$ cat config.mk
export PLATFORM = sky130hd
export DESIGN_NAME = sorted_row_span_validator_core_flat
export DESIGN_NICKNAME = d
export VERILOG_FILES = /design/src/rtl/srsv_pkg.sv /design/src/rtl/srsv_ifs.sv /design/src/rtl/srsv_span_check.sv /design/src/rtl/srsv_verdict.sv /design/src/rtl/sorted_row_span_validator_core.sv /design/src/flat_wrapper.sv
export SDC_FILE = /design/constraint.sdc
export NUM_CORES = 1
export LEC_CHECK = 0
export BUFFER_PORTS_ARGS = -buffer_cell sky130_fd_sc_hd__buf_2
export CORE_ASPECT_RATIO = 0.7
export CORE_UTILIZATION = 35
export DETAILED_ROUTE_END_ITERATION = 10
export GPL_TIMING_DRIVEN = 0
export MAX_ROUTING_LAYER = met4
export PLACE_DENSITY = 0.49
export RECOVER_POWER = 50
export SYNTH_ARGS = -nofsm -noshare
export SYNTH_HDL_FRONTEND = slang
export SYNTH_SLANG_ARGS = --single-unit
$ cat constraint.sdc
create_clock -name clk -period 14.81 [get_ports clk]
set_input_delay 4.443 -clock clk [delete_from_list [all_inputs] [get_ports clk]]
set_output_delay 4.443 -clock clk [all_outputs]
set_load 0.02 [all_outputs]
$ cat src/rtl/srsv_pkg.sv
`timescale 1ns / 1ps
// ----------------------------------------------------------------------------
// srsv_pkg
// Shared types and codes for the sorted row span validator.
// ----------------------------------------------------------------------------
package srsv_pkg;

	typedef enum logic [1:0] {
		VERDICT_OK         = 2'd0,
		VERDICT_BAD_ZOOM   = 2'd1,
		VERDICT_BAD_EXTENT = 2'd2,
		VERDICT_BAD_COUNT  = 2'd3
	} verdict_t;

	typedef enum logic [1:0] {
		CFG_LOWEST_ZOOM    = 2'd0,
		CFG_HIGHEST_ZOOM   = 2'd1,
		CFG_DECLARED_TILES = 2'd2
	} cfg_index_t;

	localparam int unsigned CFG_DATA_W = 32;

	typedef struct packed {
		logic [7:0]  span_zoom;
		logic [31:0] span_row;
		logic [31:0] first_column;
		logic [31:0] final_column;
		logic        last_span;
	} span_t;

	// per-span check outcome handed from the checker to the core
	typedef struct packed {
		logic        ok;
		logic        mark_level;
		verdict_t    err;
		logic [31:0] new_sum;
	} span_chk_t;

endpackage

$ cat src/rtl/srsv_ifs.sv
`timescale 1ns / 1ps
// ----------------------------------------------------------------------------
// srsv_ifs
// Valid/ready channels for span words in and verdict words out.
// ----------------------------------------------------------------------------
interface srsv_span_if;
	logic        valid;
	logic        ready;
	logic [7:0]  span_zoom;
	logic [31:0] span_row;
	logic [31:0] first_column;
	logic [31:0] final_column;
	logic        last_span;

	modport source (output valid, span_zoom, span_row, first_column, final_column,
		last_span, input ready);
	modport sink (input valid, span_zoom, span_row, first_column, final_column,
		last_span, output ready);
endinterface

interface srsv_result_if;
	logic        valid;
	logic        ready;
	logic [1:0]  verdict;
	logic [31:0] tiles_counted;

	modport source (output valid, verdict, tiles_counted, input ready);
	modport sink (input valid, verdict, tiles_counted, output ready);
endinterface

$ cat src/rtl/srsv_span_check.sv
`timescale 1ns / 1ps
// ----------------------------------------------------------------------------
// srsv_span_check
// Range, extent, ordering and sum checks for one span against list state.
// ----------------------------------------------------------------------------
module srsv_span_check #(
	parameter int unsigned TOP_ZOOM = 20
) (
	input  srsv_pkg::span_t     span,
	input  logic [7:0]          lowest_zoom,
	input  logic [7:0]          highest_zoom,
	input  logic                at_start,
	input  logic [4:0]          prior_zoom,
	input  logic [31:0]         prior_row,
	input  logic [31:0]         prior_last_column,
	input  logic [31:0]         running_tiles,
	output srsv_pkg::span_chk_t chk
);
	import srsv_pkg::*;

	logic [31:0] world_max;
	logic        range_bad;
	logic        extent_bad;
	logic        order_bad;
	logic        same_zoom;
	logic        same_row;
	logic [32:0] width;
	logic [32:0] sum;

	always_comb begin
		range_bad = (span.span_zoom < lowest_zoom) || (span.span_zoom > highest_zoom) ||
			(span.span_zoom > 8'(TOP_ZOOM));
		world_max = (32'd1 << span.span_zoom[4:0]) - 32'd1;
		extent_bad = (span.span_row > world_max) || (span.first_column > span.final_column) ||
			(span.final_column > world_max);
		same_zoom = (span.span_zoom == {3'd0, prior_zoom});
		same_row = same_zoom && (span.span_row == prior_row);
		// touching spans on one row count as overlap
		order_bad = !at_start && ((span.span_zoom < {3'd0, prior_zoom}) ||
			(same_zoom && (span.span_row < prior_row)) ||
			(same_row && ({1'b0, span.first_column} <= ({1'b0, prior_last_column} + 33'd1))));
		width = {1'b0, span.final_column} - {1'b0, span.first_column} + 33'd1;
		sum = {1'b0, running_tiles} + width;

		chk.mark_level = !(range_bad || extent_bad || order_bad);
		chk.new_sum = sum[31:0];
		if (!chk.mark_level) begin
			chk.err = VERDICT_BAD_EXTENT;
		end else if (sum[32]) begin
			chk.err = VERDICT_BAD_COUNT;
		end else begin
			chk.err = VERDICT_OK;
		end
		chk.ok = (chk.err == VERDICT_OK);
	end

endmodule

$ cat src/rtl/srsv_verdict.sv
`timescale 1ns / 1ps
// ----------------------------------------------------------------------------
// srsv_verdict
// Final verdict for a list from the state left after its last span.
// ----------------------------------------------------------------------------
module srsv_verdict #(
	parameter int unsigned TOP_ZOOM = 20
) (
	input  logic [7:0]        lowest_zoom,
	input  logic [7:0]        highest_zoom,
	input  logic [31:0]       declared_tiles,
	input  logic              too_long,
	input  srsv_pkg::verdict_t first_error,
	input  logic [TOP_ZOOM:0] levels_seen,
	input  logic [31:0]       running_tiles,
	output srsv_pkg::verdict_t verdict
);
	import srsv_pkg::*;

	logic [TOP_ZOOM:0] expected;

	always_comb begin
		for (int z = 0; z <= int'(TOP_ZOOM); z++) begin
			expected[z] = (8'(z) >= lowest_zoom) && (8'(z) <= highest_zoom);
		end
	end

	always_comb begin
		if ((lowest_zoom > highest_zoom) || (highest_zoom > 8'(TOP_ZOOM))) begin
			verdict = VERDICT_BAD_ZOOM;
		end else if (too_long) begin
			verdict = VERDICT_BAD_EXTENT;
		end else if (first_error != VERDICT_OK) begin
			verdict = first_error;
		end else if (levels_seen != expected) begin
			verdict = VERDICT_BAD_ZOOM;
		end else if ((declared_tiles == 32'd0) || (running_tiles != declared_tiles)) begin
			verdict = VERDICT_BAD_COUNT;
		end else begin
			verdict = VERDICT_OK;
		end
	end

endmodule

$ cat src/rtl/sorted_row_span_validator_core.sv
`timescale 1ns / 1ps
// Flow: a span word is registered at acceptance and checked in the next
// cycle; a last span's verdict word is then registered onto the result channel.
// Throughput: one span word per cycle; the span register stalls only when a
// last span meets a verdict word that has not yet been taken.
// Reset: arst_n clears list state, the configuration registers and both valids.
// ----------------------------------------------------------------------------
// sorted_row_span_validator_core
// Streams tile row spans, checks order and extent, and gives one verdict per list.
// ----------------------------------------------------------------------------
module sorted_row_span_validator_core #(
	parameter int unsigned TOP_ZOOM   = 20,
	parameter int unsigned SPAN_LIMIT = 4096
) (
	input  logic                            clk,
	input  logic                            arst_n,
	input  logic                            cfg_we,
	input  srsv_pkg::cfg_index_t            cfg_index,
	input  logic [srsv_pkg::CFG_DATA_W-1:0] cfg_data,
	srsv_span_if.sink                       span,
	srsv_result_if.source                   result
);
	import srsv_pkg::*;

	localparam int unsigned SPAN_W = $clog2(SPAN_LIMIT + 2);

	logic [7:0]        lowest_zoom_q;
	logic [7:0]        highest_zoom_q;
	logic [31:0]       declared_tiles_q;

	span_t             span_s1;
	logic              valid_s1;

	logic [4:0]        prior_zoom_q;
	logic [31:0]       prior_row_q;
	logic [31:0]       prior_last_column_q;
	logic [31:0]       running_tiles_q;
	logic [TOP_ZOOM:0] levels_seen_q;
	logic [SPAN_W-1:0] spans_seen_q;
	verdict_t          first_error_q;
	logic              at_start_q;

	logic              res_valid_q;
	verdict_t          res_verdict_q;
	logic [31:0]       res_tiles_q;

	span_chk_t         chk;
	logic              res_free;
	logic              advance;
	logic              checking;
	logic [TOP_ZOOM:0] level_bit;
	logic [TOP_ZOOM:0] levels_next;
	logic [SPAN_W-1:0] spans_next;
	verdict_t          first_error_next;
	logic [31:0]       running_next;
	verdict_t          verdict;

	always_ff @(posedge clk or negedge arst_n) begin
		if (!arst_n) begin
			lowest_zoom_q    <= '0;
			highest_zoom_q   <= '0;
			declared_tiles_q <= '0;
		end else if (cfg_we) begin
			case (cfg_index)
				CFG_LOWEST_ZOOM:    lowest_zoom_q    <= cfg_data[7:0];
				CFG_HIGHEST_ZOOM:   highest_zoom_q   <= cfg_data[7:0];
				CFG_DECLARED_TILES: declared_tiles_q <= cfg_data[31:0];
				default:            ;
			endcase
		end
	end

	// a verdict word may only enter when the output slot frees up
	assign res_free   = !res_valid_q || result.ready;
	assign advance    = valid_s1 && (!span_s1.last_span || res_free);
	assign span.ready = !valid_s1 || advance;

	always_ff @(posedge clk or negedge arst_n) begin
		if (!arst_n) begin
			valid_s1 <= 1'b0;
		end else if (span.ready) begin
			valid_s1 <= span.valid;
		end
	end

	always_ff @(posedge clk) begin
		if (span.valid && span.ready) begin
			span_s1.span_zoom    <= span.span_zoom;
			span_s1.span_row     <= span.span_row;
			span_s1.first_column <= span.first_column;
			span_s1.final_column <= span.final_column;
			span_s1.last_span    <= span.last_span;
		end
	end

	srsv_span_check #(
		.TOP_ZOOM(TOP_ZOOM)
	) u_check (
		.span              (span_s1),
		.lowest_zoom       (lowest_zoom_q),
		.highest_zoom      (highest_zoom_q),
		.at_start          (at_start_q),
		.prior_zoom        (prior_zoom_q),
		.prior_row         (prior_row_q),
		.prior_last_column (prior_last_column_q),
		.running_tiles     (running_tiles_q),
		.chk               (chk)
	);

	// once a list has an error, later spans are only counted
	assign checking = (first_error_q == VERDICT_OK);

	always_comb begin
		for (int z = 0; z <= int'(TOP_ZOOM); z++) begin
			level_bit[z] = chk.mark_level && (span_s1.span_zoom == 8'(z));
		end
		levels_next      = checking ? (levels_seen_q | level_bit) : levels_seen_q;
		first_error_next = checking ? chk.err : first_error_q;
		running_next     = (checking && chk.ok) ? chk.new_sum : running_tiles_q;
		spans_next       = (spans_seen_q <= SPAN_W'(SPAN_LIMIT)) ?
			(spans_seen_q + SPAN_W'(1)) : spans_seen_q;
	end

	srsv_verdict #(
		.TOP_ZOOM(TOP_ZOOM)
	) u_verdict (
		.lowest_zoom    (lowest_zoom_q),
		.highest_zoom   (highest_zoom_q),
		.declared_tiles (declared_tiles_q),
		.too_long       (spans_next > SPAN_W'(SPAN_LIMIT)),
		.first_error    (first_error_next),
		.levels_seen    (levels_next),
		.running_tiles  (running_next),
		.verdict        (verdict)
	);

	always_ff @(posedge clk or negedge arst_n) begin
		if (!arst_n) begin
			prior_zoom_q        <= '0;
			prior_row_q         <= '0;
			prior_last_column_q <= '0;
			running_tiles_q     <= '0;
			levels_seen_q       <= '0;
			spans_seen_q        <= '0;
			first_error_q       <= VERDICT_OK;
			at_start_q          <= 1'b1;
		end else if (advance) begin
			if (span_s1.last_span) begin
				// clear for the next list
				prior_zoom_q        <= '0;
				prior_row_q         <= '0;
				prior_last_column_q <= '0;
				running_tiles_q     <= '0;
				levels_seen_q       <= '0;
				spans_seen_q        <= '0;
				first_error_q       <= VERDICT_OK;
				at_start_q          <= 1'b1;
			end else begin
				levels_seen_q   <= levels_next;
				spans_seen_q    <= spans_next;
				first_error_q   <= first_error_next;
				running_tiles_q <= running_next;
				if (checking && chk.ok) begin
					prior_zoom_q        <= span_s1.span_zoom[4:0];
					prior_row_q         <= span_s1.span_row;
					prior_last_column_q <= span_s1.final_column;
					at_start_q          <= 1'b0;
				end
			end
		end
	end

	always_ff @(posedge clk or negedge arst_n) begin
		if (!arst_n) begin
			res_valid_q <= 1'b0;
		end else if (advance && span_s1.last_span) begin
			res_valid_q <= 1'b1;
		end else if (result.ready) begin
			res_valid_q <= 1'b0;
		end
	end

	always_ff @(posedge clk) begin
		if (advance && span_s1.last_span) begin
			res_verdict_q <= verdict;
			res_tiles_q   <= running_next;
		end
	end

	assign result.valid         = res_valid_q;
	assign result.verdict       = res_verdict_q;
	assign result.tiles_counted = res_tiles_q;

endmodule

$ cat src/flat_wrapper.sv
// flat-port wrapper written by rule: the top's interface ports become plain ports
module sorted_row_span_validator_core_flat import srsv_pkg::*;
#(
	parameter int unsigned TOP_ZOOM   = 20,
	parameter int unsigned SPAN_LIMIT = 4096
)
  (clk, arst_n, cfg_we, cfg_index, cfg_data, span_valid, span_span_zoom, span_span_row, span_first_column, span_final_column, span_last_span, span_ready, result_valid, result_verdict, result_tiles_counted, result_ready);
  srsv_span_if span_i ();
  srsv_result_if result_i ();
  input  logic clk;
  input  logic arst_n;
  input  logic cfg_we;
  input  srsv_pkg::cfg_index_t cfg_index;
  input  logic [srsv_pkg::CFG_DATA_W-1:0] cfg_data;
  input wire logic [$bits(span_i.valid)-1:0] span_valid;
  input wire logic [$bits(span_i.span_zoom)-1:0] span_span_zoom;
  input wire logic [$bits(span_i.span_row)-1:0] span_span_row;
  input wire logic [$bits(span_i.first_column)-1:0] span_first_column;
  input wire logic [$bits(span_i.final_column)-1:0] span_final_column;
  input wire logic [$bits(span_i.last_span)-1:0] span_last_span;
  output wire logic [$bits(span_i.ready)-1:0] span_ready;
  output wire logic [$bits(result_i.valid)-1:0] result_valid;
  output wire logic [$bits(result_i.verdict)-1:0] result_verdict;
  output wire logic [$bits(result_i.tiles_counted)-1:0] result_tiles_counted;
  input wire logic [$bits(result_i.ready)-1:0] result_ready;
  assign span_i.valid = span_valid;
  assign span_i.span_zoom = span_span_zoom;
  assign span_i.span_row = span_span_row;
  assign span_i.first_column = span_first_column;
  assign span_i.final_column = span_final_column;
  assign span_i.last_span = span_last_span;
  assign span_ready = span_i.ready;
  assign result_valid = result_i.valid;
  assign result_verdict = result_i.verdict;
  assign result_tiles_counted = result_i.tiles_counted;
  assign result_i.ready = result_ready;
  sorted_row_span_validator_core #(.TOP_ZOOM(TOP_ZOOM), .SPAN_LIMIT(SPAN_LIMIT)) u_core (.clk(clk), .arst_n(arst_n), .cfg_we(cfg_we), .cfg_index(cfg_index), .cfg_data(cfg_data), .span(span_i), .result(result_i));
endmodule
* Yosys cells after proc, flatten, opt, wreduce, memory -nomap -nowiden *
Cells that the tools add are included.
Widths: inputs -> output; s select.

cells by class
  add/sub/neg operators = 6
  $lt $le $gt $ge = 55
  eq/ne operators = 26
  shift operators = 1
  multiplexer cells = 24
  bitwise gates (word level) = 1
  reduce and logical (&&, ||, !) cells = 80

operators with widths
  kind                   count
  $mux 32                6
  $gt 32x32->1           3
  $eq 8x4->1 const B     8
  $ge 4x8->1 const A     8
  $le 4x8->1 const A     8
  $logic_and 1x1->1      50
  $mux 21                2
  $eq 8x5->1 const B     5
  $ge 5x8->1 const A     5
  $le 5x8->1 const A     5
  $add 32x1->33 const B  1
  $add 32x33->33         1
  $add 33x1->33 const B  1
  $le 32x33->1           1
  $sub 32x32->33         1
  $eq 32x32->1           1
  $eq 8x3->1 const B     4
  $ge 3x8->1 const A     4
  $le 3x8->1 const A     4
  $logic_not 32->1       1
  $lt 32x32->1           1
  $ne 32x32->1           1
  $shl 1x5->32 const A   1
  $sub 32x1->32 const B  1
  other kinds (28)       70

storage, ports and cells
  register bits = 327
  bits of input ports = 144
  output and inout port bits = 36
  logic and storage cells = 213

* Longest topological paths before layout *
  word-level depth = 17
  gate-level depth with buffers = 28
  gate-level depth less buffers = 24

* Modules after synthesis *
From an unflattened synthesis, not the netlist that was laid out.

second synthesis, totals
  cell total of the unflattened synthesis = 2121
  area total of the unflattened synthesis = 21834.7 µm²

modules (own cells, without submodules)
  module                          instances  cells each  area an instance (µm²)  seq. area each (µm²)
  sorted_row_span_validator_core  1          768         12141.6                 8879.8
  srsv_span_check                 1          1125        8100.3                  0.0
  srsv_verdict                    1          228         1592.8                  0.0

* Least setup slack after synthesis *
Ideal clock, no wire load.

  path type = in2out
  from = input result_ready
  to = output span_ready
  arrival = 4.767 ns
  required time = 10.367 ns
  setup slack = 5.600 ns
  stages = 1
  buffers on the path = 0
  cells stage by stage = nand4b_1

between the ends
  longest elaborated chain between the ends = 4

ends and longest elaborated chain
  item               RTL line                              text
  start, declared    flat_wrapper.sv:25                    input wire logic [$bits(result_i.ready)-1:0] result_ready;
  $logic_or 1x1->1   sorted_row_span_validator_core.sv:74  assign res_free = !res_valid_q || result.ready;
  $logic_or 1x1->1   sorted_row_span_validator_core.sv:75  assign advance = valid_s1 && (!span_s1.last_span || res_free);
  $logic_and 1x1->1  sorted_row_span_validator_core.sv:75
  $logic_or 1x1->1   sorted_row_span_validator_core.sv:76  assign span.ready = !valid_s1 || advance;
  end, declared      flat_wrapper.sv:21                    output wire logic [$bits(span_i.ready)-1:0] span_ready;

Every way passes these cells.

==> out/metrics.csv <==
stage,metric,value,unit
run_status,status,"finished, violations left",
run_status,violations,"max-capacitance violations, max-slew violations",
global_route,antenna_found_initial,1,
clock_tree,htree_levels,2,
logic_synthesis,synth-seq-area-share,39.91,%
clock_tree,ctsResizeCount,0,
logic_synthesis,syn_area,22250,um^2
flow_run,maxCapViolCount,3,
sta,max_freq,91.89,MHz
clock_tree,ctsRootBufferMaster,clkbuf_16,
clock_tree,post_cts_buffers,0,
worst_setup_path,critPathLaunchType,input pin,
logic_synthesis,yosys_most_used_dff,dfrtp_1,
die,core,62190,um^2
cells_and_area,drive_gt1_share,12.49,%
logic_synthesis,synth-xor-area-share,3.740,%
global_route,grtUsageMet1,39.97,%
logic_synthesis,synth_edf_count,139,
sta,slew_headroom,-328.0,%
detailed_routing,drc,0,
global_route,gr-total-overflow,0,
logic_synthesis,synthDistinctLibCells,92,
sta,finalMaxSlewViolations,152,
cells_and_area,final_cell_area,25440,um^2
sta,period_share,73.48,%
worst_setup_path,cp_common_cell,clkbuf_1,
die,die_x,303.3,um
die,die_h,212.9,um
cells_and_area,fin_nets,2940,
global_route,grt_max_degree,105,
place,place_ws,5.277,ns
sta,fin_setup_tns,0,ns
global_route,grt_busiest_layer,met1,
logic_synthesis,synthAdderAreaFrac,15.50,%
global_route,grt_pass1_vias,18350,
logic_synthesis,synth_compound_area_share,17.63,%
sta,clock_skew,0.03260,ns
place,dp_hpwl,66930,um
detailed_routing,routed_wl,83650,um
detailed_routing,via_per_inst,5.652,
clock_tree,cts_tree,built,
sta,worst_pin_slew,6.420,ns
clock_tree,cts.sinks,327,
power,ir_drop,69.41,uV
global_route,grt_use_met3,7.713,%
worst_setup_path,path_max_fanout,104,
sta,grt_setup_unrepaired,no,
worst_setup_path,cpPeakStageDelay,4.53,ns
global_route,grt_use_total,26.75,%
worst_setup_path,critPathKind,input pin to async pin,
global_route,grt_pass1_wl,122100,um
logic_synthesis,yosys.area_share.simple,15.11,%
cells_and_area,syn_to_final_growth,14.35,%
detailed_routing,ant_nets,0,
logic_synthesis,synth_area_per_cell,9.594,um^2
logic_synthesis,ys_ff_latch,327,
detailed_routing,wire_per_inst,24.66,um
worst_setup_path,cp.required,13.91,ns
place,port_buffers,179,
worst_setup_path,endpoint_kind,async pin,
global_route,use_met2,35.35,%
place,placed_area,24290,um^2
clock_tree,clk_latency,0.59,ns
detailed_routing,drtPass1Iterations,6,
die,die-area,64590,um^2
detailed_routing,vias,19170,
sta,finalSetupViolCount,0,
worst_setup_path,path_buf_inv,2,
worst_setup_path,reg2reg_slack,5.37,ns
sta,fin_crit,10.88,ns
logic_synthesis,async_reset_ff_share,57.49,%
die,rows,76,
die,ios,180,
clock_tree,cts.clk_slew.worst_paths,0.06,ns
clock_tree,hold_buffers,0,
worst_setup_path,worstPathArrival,9.99,ns
detailed_routing,drt_first_iter_violations,2040,
logic_synthesis,synth_top_family_by_area,compound AO/OA/AOI/OAI gates,
sta,finalHoldViolations,0,
worst_setup_path,path_cells,clkbuf_1 > clkbuf_1,
clock_tree,cts_buffers,37,
clock_tree,clk_path_buf_depth,3,
power,power.density,105.4,nW/um^2
logic_synthesis,yosys_warnings,0,
sta,finalWorstSetupSlack,3.927,ns
worst_setup_path,cpMaxStageDelayCell,clkbuf_1,
logic_synthesis,netlist_instances,2319,
worst_setup_path,critPathTopFamily,buffers and inverters,
logic_synthesis,muxShareOfSynthArea,2.784,%
hold_path,hold_path_class,register to register,
place,gp_congestion,1.005,
power,p_leak,0.01098,uW
die,start_util,35.77,%
==> logic make-up after synthesis <==
family | count (synthesis)
adders and majority gates | 257
xor gates and xnor gates | 95
other | 1
muxes | 56
DFF | 327
and+or+nand+nor | 680
buffers and inverters | 305
AOI/OAI and AO/OA | 598
==> worst register-to-register path, cell delays in order, from the launching register on <==
cell and delay [ns]:
edfxtp_1 0.67, clkbuf_1 0.30, clkbuf_1 0.32, nor3_1 0.81, nand2_1 0.32, ha_1 0.32
buf_6 0.15, inv_1 0.16, nand2_1 0.11, nor2_1 0.38, a31oi_1 0.15, o22a_1 0.26
ha_1 0.30, nand4_1 0.16, nor3_1 0.46, nand2_1 0.15, a211oi_2 0.32, and4_4 0.32
a21oi_2 0.09, nor4_4 0.94, nand2_2 0.35, buf_2 0.35, mux2i_1 0.28, a21oi_1 0.61
nand4_1 0.21, nor4_2 0.48, a22oi_1 0.18
==> worst paths after layout <==
path,from,cells past startpoint,endpoint
hold reg to reg,u_core.at_start_q,2,u_core.at_start_q
hold / removal,u_core.at_start_q,2,u_core.at_start_q
min in group asynchronous,arst_n,1,u_core.spans_seen_q[5]
max in group clk,result_ready,3,span_ready
setup / recovery,arst_n,2,u_core.declared_tiles_q[23]
setup reg to reg,u_core.span_s1[99],26,u_core.result.verdict[0]
==> synth_stat cells (20+ instances only) <==
cell	instances	area [um^2]
clkbuf_1	58	217.7
nand2b_1	20	125.1
nor2_1	120	450.4
and3_1	27	168.9
a21o_1	38	285.3
edfxtp_1	139	4174
fa_1	32	640.6
mux2_2	47	529.3
a21oi_1	132	660.6
nand2_1	235	882.1
xnor2_1	45	394.1
o21ai_0	168	840.8
ha_1	222	2778
a22o_1	43	376.6
nor3_1	44	220.2
nand3_1	64	320.3
nor4_1	27	168.9
dfrtp_1	187	4679
nand4_1	47	294.0
inv_1	225	844.6
xor2_1	50	437.9
==> metrics by stage <==
step	utilization [%]	power [uW]	hold slack, ns	cells
4_1_cts	40.97	2689	0.4910	3390
3_3_place_gp	38.87	1720	0.4668	3318
5_1_grt	40.91	2810	0.5099	3392
2_1_floorplan	-	1471	0.4498	2320
6_report	40.91	2682	0.4885	3392
3_5_place_dp	39.06	1729	0.4786	3322
==> placed cells by master (no fill, tap or decap), types with 44 or more instances in the layout <==
cell / n
nand2_1: 235
inv_1: 225
ha_1: 222
dfrtp_1: 187
buf_2: 184
o21ai_0: 168
edfxtp_1: 139
a21oi_1: 132
nor2_1: 120
clkbuf_1: 72
nand3_1: 64
xor2_1: 50
nand4_1: 47
mux2_2: 47
xnor2_1: 45
nor3_1: 44
==> cell type report <==
cell class	instances	area (um^2)
Fill cell	6215	36750
Multi-Input combinational cell	1688	12190
Sequential cell	327	8880
Tap cell	819	1025
Timing Repair Buffer	183	964.7
Clock buffer	43	948.4
Inverter	225	844.6
Buffer	80	336.6
Clock inverter	25	244.0
Antenna cell	2	5.005
==> per-layer routing <==
metal / part of all wire (%) / vias to the layer above
met5: 0 / -
li1: - / 8889
met2: 39 / 764
met4: 1.4 / 0
met3: 10 / 72
met1: 49 / 9445
==> sequential cells by signal, summed over array words and instances, names as in the netlist, 2 cells and up <==
register,cells
u_core.declared_tiles_q,32
u_core.first_error_q,2
u_core.highest_zoom_q,8
u_core.levels_seen_q,21
u_core.lowest_zoom_q,8
u_core.prior_last_column_q,32
u_core.prior_row_q,32
u_core.prior_zoom_q,5
u_core.result.tiles_counted,32
u_core.result.verdict,2
u_core.running_tiles_q,32
u_core.span_s1,105
u_core.spans_seen_q,13
==> power breakdown <==
part | total [uW] | switching (uW) | internal (uW)
combinational | 647 | 416 | 231
clock | 946 | 427 | 519
sequential | 1090 | 85.2 | 1000
total | 2680 | 928 | 1750
Note: power is estimated with default switching activity, not from simulation.
